$ cat src/design/sfp_pkg.sv
`default_nettype none
// ----------------------------------------------------------------------------
// sfp_pkg
// shared types, constants and the crc-16/modbus byte update for the frame parser
// ----------------------------------------------------------------------------
package sfp_pkg;

  localparam int MAX_PAYLOAD_DEF = 29;

  localparam logic [7:0]  FIRST_SYNC_RST  = 8'h39;
  localparam logic [7:0]  SECOND_SYNC_RST = 8'h93;
  localparam logic [15:0] CRC_INIT        = 16'hFFFF;
  localparam logic [15:0] CRC_POLY        = 16'hA001;

  localparam logic CFG_FIRST_SYNC  = 1'b0;
  localparam logic CFG_SECOND_SYNC = 1'b1;

  typedef enum logic [1:0] {
    ST_GOOD    = 2'd0,
    ST_CRC_BAD = 2'd1,
    ST_LEN_BAD = 2'd2
  } status_t;

  typedef enum logic [1:0] {
    WR_ID,
    WR_CMD,
    WR_LEN,
    WR_DATA
  } wr_sel_t;

  typedef struct packed {
    logic    crc_init;
    logic    crc_feed;
    logic    store_wr;
    wr_sel_t wr_sel;
    logic    len_load;
    logic    cnt_clear;
    logic    cnt_inc;
    logic    crch_load;
    logic    idx_clear;
    logic    idx_inc;
    logic    rd_issue;
    logic    out_err;
    status_t err_status;
    logic    out_data;
  } cmd_t;

  typedef struct packed {
    logic first_hit;
    logic second_hit;
    logic len_big;
    logic len_zero;
    logic cnt_done;
    logic crc_ok;
    logic out_free;
    logic idx_last;
  } stat_t;

  // reflected crc-16/modbus, one byte
  function automatic logic [15:0] crc16_feed(logic [15:0] crc, logic [7:0] b);
    logic [15:0] c;
    c = crc ^ {8'h00, b};
    for (int k = 0; k < 8; k++) begin
      if (c[0]) begin
        c = (c >> 1) ^ CRC_POLY;
      end else begin
        c = c >> 1;
      end
    end
    return c;
  endfunction

endpackage
`default_nettype wire

$ cat src/design/sfp_ram.sv
`default_nettype none
// ----------------------------------------------------------------------------
// sfp_ram
// generic single-write, single-read ram with registered read data
// ----------------------------------------------------------------------------
module sfp_ram #(
  parameter int WIDTH = 8,
  parameter int DEPTH = 32
) (
  input  wire logic                     clk,
  input  wire logic                     wr_en,
  input  wire logic [$clog2(DEPTH)-1:0] wr_addr,
  input  wire logic [WIDTH-1:0]         wr_data,
  input  wire logic                     rd_en,
  input  wire logic [$clog2(DEPTH)-1:0] rd_addr,
  output logic      [WIDTH-1:0]         rd_data
);

  logic [WIDTH-1:0] mem_r [DEPTH];

  always_ff @(posedge clk) begin
    if (wr_en) begin
      mem_r[wr_addr] <= wr_data;
    end
    if (rd_en) begin
      rd_data <= mem_r[rd_addr];
    end
  end

endmodule
`default_nettype wire

$ cat src/design/sfp_datapath.sv
`default_nettype none
// ----------------------------------------------------------------------------
// sfp_datapath
// sync registers, crc, length and count, frame store and output register
// ----------------------------------------------------------------------------
module sfp_datapath
  import sfp_pkg::*;
#(
  parameter int MAX_PAYLOAD = MAX_PAYLOAD_DEF
) (
  input  wire logic        clk,
  input  wire logic        rst_n,
  input  wire logic        cfg_we,
  input  wire logic        cfg_index,
  input  wire logic [7:0]  cfg_wdata,
  input  wire logic [7:0]  rx_byte,
  input  wire cmd_t        cmd,
  output stat_t            stat,
  output logic             out_valid,
  input  wire logic        out_ready,
  output logic [7:0]       out_byte,
  output logic [4:0]       out_idx,
  output logic             out_last,
  output status_t          out_status
);

  localparam int STORE_SIZE = MAX_PAYLOAD + 3;
  localparam int AW         = $clog2(STORE_SIZE);
  localparam int CW         = $clog2(MAX_PAYLOAD + 1);

  logic [7:0]    first_sync_r;
  logic [7:0]    second_sync_r;
  logic [15:0]   crc_r;
  logic [CW-1:0] len_r;
  logic [CW-1:0] cnt_r;
  logic [7:0]    crch_r;
  logic [AW-1:0] idx_r;

  logic          out_valid_r;
  logic [7:0]    out_byte_r;
  logic [4:0]    out_idx_r;
  logic          out_last_r;
  status_t       out_status_r;

  logic [AW-1:0] wr_addr;
  logic [7:0]    rd_data;

  always_comb begin
    unique case (cmd.wr_sel)
      WR_ID:   wr_addr = AW'(0);
      WR_CMD:  wr_addr = AW'(1);
      WR_LEN:  wr_addr = AW'(2);
      WR_DATA: wr_addr = AW'(3) + AW'(cnt_r);
      default: wr_addr = AW'(0);
    endcase
  end

  sfp_ram #(
    .WIDTH (8),
    .DEPTH (STORE_SIZE)
  ) u_store (
    .clk     (clk),
    .wr_en   (cmd.store_wr),
    .wr_addr (wr_addr),
    .wr_data (rx_byte),
    .rd_en   (cmd.rd_issue),
    .rd_addr (idx_r),
    .rd_data (rd_data)
  );

  always_ff @(posedge clk) begin
    if (!rst_n) begin
      first_sync_r  <= FIRST_SYNC_RST;
      second_sync_r <= SECOND_SYNC_RST;
      crc_r         <= CRC_INIT;
      len_r         <= '0;
      cnt_r         <= '0;
      crch_r        <= '0;
      idx_r         <= '0;
      out_valid_r   <= 1'b0;
    end else begin
      if (cfg_we) begin
        unique case (cfg_index)
          CFG_FIRST_SYNC:  first_sync_r  <= cfg_wdata;
          CFG_SECOND_SYNC: second_sync_r <= cfg_wdata;
          default: ;
        endcase
      end
      if (cmd.crc_init) begin
        crc_r <= CRC_INIT;
      end else if (cmd.crc_feed) begin
        crc_r <= crc16_feed(crc_r, rx_byte);
      end
      if (cmd.len_load) begin
        len_r <= rx_byte[CW-1:0];
      end
      if (cmd.cnt_clear) begin
        cnt_r <= '0;
      end else if (cmd.cnt_inc) begin
        cnt_r <= cnt_r + CW'(1);
      end
      if (cmd.crch_load) begin
        crch_r <= rx_byte;
      end
      if (cmd.idx_clear) begin
        idx_r <= '0;
      end else if (cmd.idx_inc) begin
        idx_r <= idx_r + AW'(1);
      end
      if (cmd.out_err || cmd.out_data) begin
        out_valid_r <= 1'b1;
      end else if (out_ready) begin
        out_valid_r <= 1'b0;
      end
    end
  end

  always_ff @(posedge clk) begin
    if (cmd.out_err) begin
      out_byte_r   <= 8'h00;
      out_idx_r    <= 5'd0;
      out_last_r   <= 1'b1;
      out_status_r <= cmd.err_status;
    end else if (cmd.out_data) begin
      out_byte_r   <= rd_data;
      out_idx_r    <= 5'(idx_r);
      out_last_r   <= stat.idx_last;
      out_status_r <= ST_GOOD;
    end
  end

  always_comb begin
    stat.first_hit  = (rx_byte == first_sync_r);
    stat.second_hit = (rx_byte == second_sync_r);
    stat.len_big    = (rx_byte > 8'(MAX_PAYLOAD));
    stat.len_zero   = (rx_byte == 8'h00);
    stat.cnt_done   = ({1'b0, cnt_r} + (CW+1)'(1)) >= {1'b0, len_r};
    stat.crc_ok     = ({crch_r, rx_byte} == crc_r);
    stat.out_free   = !out_valid_r || out_ready;
    stat.idx_last   = (idx_r == (AW'(len_r) + AW'(2)));
  end

  assign out_valid  = out_valid_r;
  assign out_byte   = out_byte_r;
  assign out_idx    = out_idx_r;
  assign out_last   = out_last_r;
  assign out_status = out_status_r;

endmodule
`default_nettype wire

$ cat src/design/sfp_ctrl.sv
`default_nettype none
// ----------------------------------------------------------------------------
// sfp_ctrl
// frame phase state machine and emit sequencer
// ----------------------------------------------------------------------------
module sfp_ctrl
  import sfp_pkg::*;
(
  input  wire logic  clk,
  input  wire logic  rst_n,
  input  wire logic  in_valid,
  output logic       in_ready,
  input  wire stat_t stat,
  output cmd_t       cmd
);

  typedef enum logic [3:0] {
    S_HUNT1,
    S_HUNT2,
    S_ID,
    S_CMD,
    S_LEN,
    S_DATA,
    S_CRCH,
    S_CRCL,
    S_EMIT_RD,
    S_EMIT_LD
  } state_t;

  state_t state_r;
  state_t state_nxt;
  logic   accept;

  always_comb begin
    unique case (state_r)
      S_LEN, S_CRCL:        in_ready = stat.out_free;
      S_EMIT_RD, S_EMIT_LD: in_ready = 1'b0;
      default:              in_ready = 1'b1;
    endcase
  end

  assign accept = in_valid && in_ready;

  always_comb begin
    cmd        = '0;
    cmd.wr_sel = WR_ID;
    state_nxt  = state_r;
    unique case (state_r)
      S_HUNT1: begin
        if (accept && stat.first_hit) begin
          cmd.crc_init  = 1'b1;
          cmd.cnt_clear = 1'b1;
          state_nxt     = S_HUNT2;
        end
      end
      S_HUNT2: begin
        if (accept) begin
          state_nxt = stat.second_hit ? S_ID : S_HUNT1;
        end
      end
      S_ID: begin
        if (accept) begin
          cmd.store_wr = 1'b1;
          cmd.wr_sel   = WR_ID;
          cmd.crc_feed = 1'b1;
          state_nxt    = S_CMD;
        end
      end
      S_CMD: begin
        if (accept) begin
          cmd.store_wr = 1'b1;
          cmd.wr_sel   = WR_CMD;
          cmd.crc_feed = 1'b1;
          state_nxt    = S_LEN;
        end
      end
      S_LEN: begin
        if (accept) begin
          if (stat.len_big) begin
            cmd.out_err    = 1'b1;
            cmd.err_status = ST_LEN_BAD;
            state_nxt      = S_HUNT1;
          end else begin
            cmd.store_wr  = 1'b1;
            cmd.wr_sel    = WR_LEN;
            cmd.crc_feed  = 1'b1;
            cmd.len_load  = 1'b1;
            cmd.cnt_clear = 1'b1;
            state_nxt     = stat.len_zero ? S_CRCH : S_DATA;
          end
        end
      end
      S_DATA: begin
        if (accept) begin
          cmd.store_wr = 1'b1;
          cmd.wr_sel   = WR_DATA;
          cmd.crc_feed = 1'b1;
          cmd.cnt_inc  = 1'b1;
          if (stat.cnt_done) begin
            state_nxt = S_CRCH;
          end
        end
      end
      S_CRCH: begin
        if (accept) begin
          cmd.crch_load = 1'b1;
          state_nxt     = S_CRCL;
        end
      end
      S_CRCL: begin
        if (accept) begin
          if (stat.crc_ok) begin
            cmd.idx_clear = 1'b1;
            state_nxt     = S_EMIT_RD;
          end else begin
            cmd.out_err    = 1'b1;
            cmd.err_status = ST_CRC_BAD;
            state_nxt      = S_HUNT1;
          end
        end
      end
      S_EMIT_RD: begin
        cmd.rd_issue = 1'b1;
        state_nxt    = S_EMIT_LD;
      end
      S_EMIT_LD: begin
        if (stat.out_free) begin
          cmd.out_data = 1'b1;
          if (stat.idx_last) begin
            state_nxt = S_HUNT1;
          end else begin
            cmd.idx_inc = 1'b1;
            state_nxt   = S_EMIT_RD;
          end
        end
      end
      default: state_nxt = S_HUNT1;
    endcase
  end

  always_ff @(posedge clk) begin
    if (!rst_n) begin
      state_r <= S_HUNT1;
    end else begin
      state_r <= state_nxt;
    end
  end

endmodule
`default_nettype wire

$ cat src/design/sync_frame_parser_crc16_unit.sv
`default_nettype none
// ----------------------------------------------------------------------------
// sync_frame_parser_crc16_unit
// sync-framed byte parser with crc-16/modbus check and frame replay
// ----------------------------------------------------------------------------
// While parsing, one received byte is taken per cycle; the length byte and the
// low crc byte wait until the output register is free, since either may carry a
// result. After a good crc the stored frame is replayed from the frame ram, each
// byte passing a registered ram read and then a load of the output register, and
// no byte is taken meanwhile. A bad crc or an oversize length gives a single
// result with tlast set. The frame ram needs no clearing pass after reset.
module sync_frame_parser_crc16_unit
  import sfp_pkg::*;
#(
  parameter int MAX_PAYLOAD = MAX_PAYLOAD_DEF
) (
  input  wire logic        clk,
  input  wire logic        rst_n,
  input  wire logic        cfg_we,
  input  wire logic        cfg_index,
  input  wire logic [7:0]  cfg_wdata,
  input  wire logic        in_tvalid,
  output logic             in_tready,
  input  wire logic [7:0]  in_tdata,   // [7:0] rx_byte
  output logic             out_tvalid,
  input  wire logic        out_tready,
  output logic [15:0]      out_tdata,  // [7:0] frame_byte, [12:8] byte_index, zero pad
  output logic             out_tlast,  // is_last
  output logic [1:0]       out_tuser   // [1:0] status
);

  cmd_t    cmd;
  stat_t   stat;
  logic [7:0] out_byte;
  logic [4:0] out_idx;
  status_t out_status;

  sfp_ctrl u_ctrl (
    .clk      (clk),
    .rst_n    (rst_n),
    .in_valid (in_tvalid),
    .in_ready (in_tready),
    .stat     (stat),
    .cmd      (cmd)
  );

  sfp_datapath #(
    .MAX_PAYLOAD (MAX_PAYLOAD)
  ) u_dp (
    .clk        (clk),
    .rst_n      (rst_n),
    .cfg_we     (cfg_we),
    .cfg_index  (cfg_index),
    .cfg_wdata  (cfg_wdata),
    .rx_byte    (in_tdata),
    .cmd        (cmd),
    .stat       (stat),
    .out_valid  (out_tvalid),
    .out_ready  (out_tready),
    .out_byte   (out_byte),
    .out_idx    (out_idx),
    .out_last   (out_tlast),
    .out_status (out_status)
  );

  assign out_tdata = {3'b000, out_idx, out_byte};
  assign out_tuser = out_status;

endmodule
`default_nettype wire

$ cat config.mk
export PLATFORM = sky130hd
export DESIGN_NAME = sync_frame_parser_crc16_unit
export DESIGN_NICKNAME = d
export VERILOG_FILES = /design/src/design/sfp_pkg.sv /design/src/design/sfp_ram.sv /design/src/design/sfp_datapath.sv /design/src/design/sfp_ctrl.sv /design/src/design/sync_frame_parser_crc16_unit.sv
export SDC_FILE = /design/constraint.sdc
export NUM_CORES = 1
export LEC_CHECK = 0
export BUFFER_PORTS_ARGS = -buffer_cell sky130_fd_sc_hd__buf_2
export CORE_UTILIZATION = 60
export DETAILED_ROUTE_END_ITERATION = 6
export GPL_ROUTABILITY_DRIVEN = 0
export GPL_TIMING_DRIVEN = 0
export HOLD_SLACK_MARGIN = 0.15
export PLACE_DENSITY = 0.85
export SYNTH_ARGS = -nofsm -noshare
export SYNTH_HDL_FRONTEND = slang
export SYNTH_SLANG_ARGS = --single-unit
$ cat constraint.sdc
create_clock -name clk -period 3.9 [get_ports clk]
set_input_delay 0.39 -clock clk [delete_from_list [all_inputs] [get_ports clk]]
set_output_delay 0.39 -clock clk [all_outputs]
set_load 0.01 [all_outputs]
-- Word level (Yosys, flattened, before mapping)
Memory sizes are Yosys's and may differ from the RTL's. A register that Yosys moved wholly into a read port is not among the register bits.
Cells that the tools add are included.
- register bits after elaboration: 76
- memory bits (writable): 256
- input bits: 22
- output and inout port bits: 21
- memories kept: 1
- add/sub/neg operators: 5
- $lt $le $gt $ge: 2
- equal/unequal tests: 26
- multiplexer cells: 80
- bitwise operators: 11
- reductions and logical operators: 18
- memory list (name ; words ; width ; rd ports ; clocked after memory_dff ; wr ports ; RTL line ; source):
    u_dp.u_store.mem_r ; 32 ; 8 ; 1 ; 1 ; 1 ; sfp_ram.sv:19 ; logic [WIDTH-1:0] mem_r [DEPTH];
- operators with widths (operator ; count):
    2-to-1 mux 16 bit ; 29
    2-to-1 mux 4 bit ; 16
    case mux 4 bit (10 select lines) ; 1
    inverter 2 -> 3 bit ; 8
    case mux 5 bit (4 select lines) ; 1
    2-to-1 mux 1 bit ; 19
    != test 2 x 1 -> 1 bit (second input constant) ; 9
    == test 16 bit ; 1
    == test 4 x 3 -> 1 bit (second input constant) ; 4
    == test 8 bit ; 2
    case mux 4 bit (4 select lines) ; 1
    XOR 16 x 8 -> 16 bit ; 1
    2-to-1 mux 3 bit ; 4
    2-to-1 mux 6 bit ; 2
    adder 5 x 1 -> 5 bit (second input constant) ; 2
    AND reduction 10 bit ; 1
    OR reduction 2 bit ; 5
    == test 4 x 2 -> 1 bit (second input constant) ; 2
    == test 4 bit (second input constant) ; 2
    > comparator 8 x 5 -> 1 bit (second input constant) ; 1
    zero test 8 bit ; 1
    2-to-1 mux 2 bit ; 4
    adder 5 x 1 -> 6 bit (second input constant) ; 1
    greater-or-equal comparator 6 x 5 -> 1 bit ; 1
    other kinds (17) ; 24

-- Depth between registers and ports, before layout
- depth after elaboration: 41
- mapped depth: 10

-- By module
Synthesis repeated with hierarchy kept, for this count alone.
- cells, all modules: 895
- area total of the unflattened synthesis: 14264.9 sq um
- modules (own cells, without submodules) (module ; instances ; cells each ; area an instance (sq um) ; seq. area each (sq um)):
    sfp_ram ; 1 ; 417 ; 10133.5 ; 7927.6
    sfp_datapath ; 1 ; 394 ; 3568.4 ; 1461.4
    sfp_ctrl ; 1 ; 80 ; 536.8 ; 80.1
    sync_frame_parser_crc16_unit ; 1 ; 4 ; 26.3 ; 0.0

-- Worst setup path after synthesis
OpenSTA, ideal clock, no wires.
- path kind: input -> register
- start: input port in_tdata[7]
- end: memory u_dp.u_store.mem_r[30][0], enable pin
- data arrival time: 2086 ps
- slack: 1444 ps
- stages: 7
- path buffers: 2
- cell sequence: clkbuf_1 > nor3_1 > nand4_1 > a21oi_2 > buf_2 > nand2_1 > nor2_1
- word-level cells in the longest chain between the ends: 6
- elaborated cells on any way between the ends: 11
- classes of those cells: order compare: 1; eq/ne: 3; mux: 6; reduce/logical: 1
- RTL lines (item ; RTL line ; source):
    start: declaration ; sync_frame_parser_crc16_unit.sv:24 ; input wire logic [7:0] in_tdata,
    > comparator 8 x 5 -> 1 bit * ; sfp_datapath.sv:135 ; stat.len_big = (rx_byte > 8'(MAX_PAYLOAD));
    2-to-1 mux 6 bit * ; sfp_ctrl.sv:79 ; if (stat.len_big) begin
    2-to-1 mux 6 bit * ; sfp_ctrl.sv:78 ; if (accept) begin
    case mux 4 bit (4 select lines) * ; sfp_ctrl.sv:48 ; unique case (state_r)
    == test 2 bit (tied with other cells) ; sfp_datapath.sv:49 ; unique case (cmd.wr_sel)
    case mux 5 bit (4 select lines) or 2-to-1 mux 1 bit (tied branches) ; sfp_datapath.sv:49, sfp_ram.sv:23 ;
    end: declaration ; sfp_ram.sv:19 ;
Every way passes the cells marked *; elsewhere a longest branch is shown, timed or not.

-- Worst setup path in the final report
- start: register u_ctrl.state_r[2]
- end: memory u_dp.u_store.mem_r[23][3], enable pin
- word-level cells in the longest chain between the ends: 8
- elaborated cells on any way between the ends: 23
- classes of those cells: eq/ne: 10; mux: 9; reduce/logical: 4
- RTL lines (item ; RTL line ; source):
    start: declaration ; sfp_ctrl.sv:30 ; state_t state_r;
    start signal: assignment ; sfp_ctrl.sv:145 ; state_r <= state_nxt;
    == test 4 bit (tied with other cells) ; sfp_ctrl.sv:35 ; unique case (state_r)
    OR reduction 2 bit ; sfp_ctrl.sv:35 ;
    case mux 1 bit (2 select lines) ; sfp_ctrl.sv:35 ;
    logical AND 1 bit ; sfp_ctrl.sv:42 ; assign accept = in_valid && in_ready;
    2-to-1 mux 4 bit (tied with other cells) ; sfp_ctrl.sv:94 ; if (accept) begin
    case mux 4 bit (4 select lines) * ; sfp_ctrl.sv:48 ;
    == test 2 bit (tied with other cells) ; sfp_datapath.sv:49 ;
    case mux 5 bit (4 select lines) or 2-to-1 mux 1 bit (tied branches) ; sfp_datapath.sv:49, sfp_ram.sv:23 ;
Marks and branches as above.

==> results.py <==
metrics = {
    "global_routing": {
        "grt_usage_pct": 27.8,
        "antenna_found_initial": 0,
        "grt-ovfl-total": 0,
        "grt_max_degree": 34,
        "grt_pass1_vias": 8335,
        "grt_pass1_wl_um": 49100,
    },
    "worst_setup_path": {
        "reg2reg_slack_ns": 0.42,
        "slowest_stage": "nor2_1",
        "cp.required_ns": 4.04,
        "arrival_ns": 3.63,
        "crit_path_cell_trace": "nor2b_1, nand4_1, a21oi_2, nand3_1, nor2_1",
        "critPathKind": "flip-flop to flip-flop",
        "reg2reg_depth": 5,
        "max_stage_delay_ns": 0.86,
        "r2r-end": "u_dp.u_store.mem_r[23][3]",
        "start_kind": "flip-flop",
        "rr_startpoint": "u_ctrl.state_r[2]",
        "cp_max_fo": 10,
        "cpLargestDelayFamily": "simple AND/OR/NAND/NOR gates",
        "crit_buf_inv": 0,
        "end_kind": "flip-flop",
    },
    "min_path": {
        "min-delay-start": "out_tready",
        "min_path_type": "primary input to flip-flop",
        "min_to": "u_dp.out_valid",
        "worstHoldPathCells": 3,
    },
    "die": {
        "core_um2": 23400,
        "initial_core_util_pct": 61.1,
        "fp.dieW_um": 156,
        "placementRows": 56,
        "die_area_um2": 24500,
        "die_h_um": 156,
        "ios": 43,
    },
    "clocking": {
        "cts_htree_levels": 2,
        "clkTransAtPathRegs_ns": 0.06,
        "cts.path.max_buffers": 3,
        "ctsResizeCount": 0,
        "cts_sinks": 340,
        "cts_made_buffers": 34,
        "root_buffer": "clkbuf_16",
        "clk_latency_ns": 0.52,
        "cts_tree": "done",
    },
    "yosys": {
        "yosysSeqAreaShare_pct": 66.2,
        "yosys_warnings": 0,
        "synth_area_leaders": "edfxtp_1 (56%), dfxtp_1 (10%), mux4_2 (10%)",
        "synth_top_cell_by_area": "edfxtp_1",
        "postSynthAreaPerCell_um2": 15.7,
        "synth_flop_cell": "edfxtp_1",
        "synthCells": 912,
        "netlist_area_um2": 14300,
        "synth.most_common_cell": "edfxtp_1",
        "synth-edff-count": 266,
        "async_reset_ff_share_pct": 0,
        "ys_types": 56,
        "netlist.area_leader.share_pct": 55.9,
        "synth_seq_cells": 340,
        "synthTopCellsByCount": "edfxtp_1 (266), nand2_1 (89), dfxtp_1 (74), mux4_2 (65), nor2_1 (57)",
    },
    "finish": {
        "n_antenna_cell": 0,
        "final_area_um2": 16100,
        "areaGrowthSynthToFinish_pct": 12.6,
        "n_fill_cell": 1465,
        "fin_nets": 1030,
        "multiInputGateArea_um2": 4510,
        "register_area_um2": 9470,
        "drive_gt1_share_pct": 18.7,
    },
    "detailed_routing": {
        "drt-total-wl_um": 32100,
        "drc": 0,
        "postRouteAntennaNets": 0,
        "met1_length_um": 12500,
        "met3WireLength_um": 2540,
        "viasPerCell": 6.29,
        "dr_wl_met2_um": 16000,
        "maxUsedRoutingLayer": "met4",
        "drtPass1Iterations": 5,
        "wire_per_inst_um": 24.0,
        "drtIter0Drc": 919,
        "vias": 8423,
    },
    "placed_design": {
        "placed_cell_area_um2": 14900,
        "portBuffers": 37,
        "place_ws_ns": 0.153,
        "hpwl_um": 20400,
    },
    "sta": {
        "rsz0062_at_grt": "no",
        "fin_skew_ns": 0.0141,
        "worst_pin_slew_ns": 0.967,
        "timing.slew.headroom_pct": 35.6,
        "hold_slack_ns": 0.295,
        "fin_crit_ns": 3.48,
        "drv_slew": 0,
        "tns_ns": 0,
        "period_share_pct": 89.3,
        "hold_viol_final": 0,
        "fin_ws_ns": 0.416,
        "finalSetupViolCount": 0,
        "max_freq_mhz": 287,
    },
    "pwr": {
        "ir_drop_v": 0.000363,
        "powerDensity_nw_per_um2": 460,
        "power_leakage_nw": 5.34,
    },
    "status": {
        "status": "finished clean",
    },
    "run": {
        "cap_violations": 0,
    },
}
through the flow:
step                      std cells  power, mW  util, %
after global placement         1270       4.16     63.6
after floorplan                 914       4.08        -
final                          1339       7.41     68.8
after CTS                      1339       7.44     68.8
after global routing           1339       7.60     68.8
after detailed placement       1270       4.16     63.6
cells in the final DEF, fill, tap and decap left out, types with 30 or more instances in the layout:
master and instances:
buf_2 49, clkbuf_1 34, clkbuf_16 35, dfxtp_1 74, edfxtp_1 266, mux4_2 65
nand2_1 89, nor2_1 57, o21ai_0 30, xor2_1 31
power by group:
group          internal (mW)  total, mW  leakage (nW)  switching (mW)
logic                 0.0618      0.184          1.80           0.122
clock network           1.95       3.32         0.551            1.37
registers               3.91       3.91          2.98         0.00702
total                   5.92       7.41          5.34            1.49
worst max path at each step:
stage / start / endpoint / slack (ns) / depth (start not counted)
detailed placement: in_tdata[5] / u_dp.u_store.mem_r[15][4] / 0.15 / 7
global placement: in_tdata[5] / u_dp.u_store.mem_r[6][4] / 0.28 / 8
global route: u_ctrl.state_r[2] / u_dp.u_store.mem_r[23][7] / 0.32 / 5
CTS: u_ctrl.state_r[2] / u_dp.u_store.mem_r[23][5] / 0.56 / 5
finish: u_ctrl.state_r[2] / u_dp.u_store.mem_r[23][3] / 0.42 / 5
floorplan: in_tdata[7] / u_dp.u_store.mem_r[30][0] / 1.44 / 7
worst reg2reg max path: cells and delay by family, from the launching register on:
kind	cells	cell delay (ns)
compound gates	1	0.54
simple gates	4	2.19
flops	1	0.37
per-layer routing:
metal / up-vias / global-route usage [%]
met5: - / 0
met4: 0 / 10.5
li1: 3645 / -
met1: 4242 / 37.7
met3: 87 / 5.01
met2: 449 / 45.2
sequential cells by signal, indices dropped and copies added (netlist names):
| signal | flops |
|---|---|
| u_dp.u_store.rd_data | 8 |
| u_dp.out_status | 2 |
| u_dp.crc_r | 16 |
| u_dp.u_store.mem_r | 256 |
| u_dp.second_sync_r | 8 |
| u_dp.first_sync_r | 8 |
| u_dp.out_valid | 1 |
| u_dp.len_r | 5 |
| u_dp.idx_r | 5 |
| u_dp.out_idx | 5 |
| u_dp.out_last | 1 |
| u_ctrl.state_r | 4 |
| u_dp.crch_r | 8 |
| u_dp.out_byte | 8 |
| u_dp.cnt_r | 5 |
what timing repair did:
| action | in CTS | in global routing |
|---|---|---|
| setup buffers | 0 | 0 |
| setup endpoints to repair | 0 | 0 |
| hold buffers | 8 | 0 |
| hold endpoints to repair | 13 | 0 |
final cells by class:
class | count | share of cell area, %
tap | 319 | 2.48
timing repair buffer | 45 | 1.65
sequential | 340 | 58.8
multi-input combinational | 507 | 28.0
inverter | 9 | 0.210
buffer | 58 | 1.79
clock buffer | 39 | 5.66
clock inverter | 22 | 1.40
logic make-up (layout without fill, tap and decap cells):
kind of cell / count (synthesis) / in the layout / share of synthesized area (%)
AND/OR/NAND/NOR: 236 / 236 / 7.58
multiplexers: 101 / 101 / 14.5
flip-flops: 340 / 340 / 66.2
other: 1 / 3 / 0.0262
AO/OA/AOI/OAI: 93 / 93 / 4.11
XOR/XNOR: 61 / 61 / 4.13
adder cells (fa/ha/maj): 13 / 13 / 1.14
buffers and inverters: 67 / 173 / 2.25
Note: power is estimated with default switching activity, not from simulation.
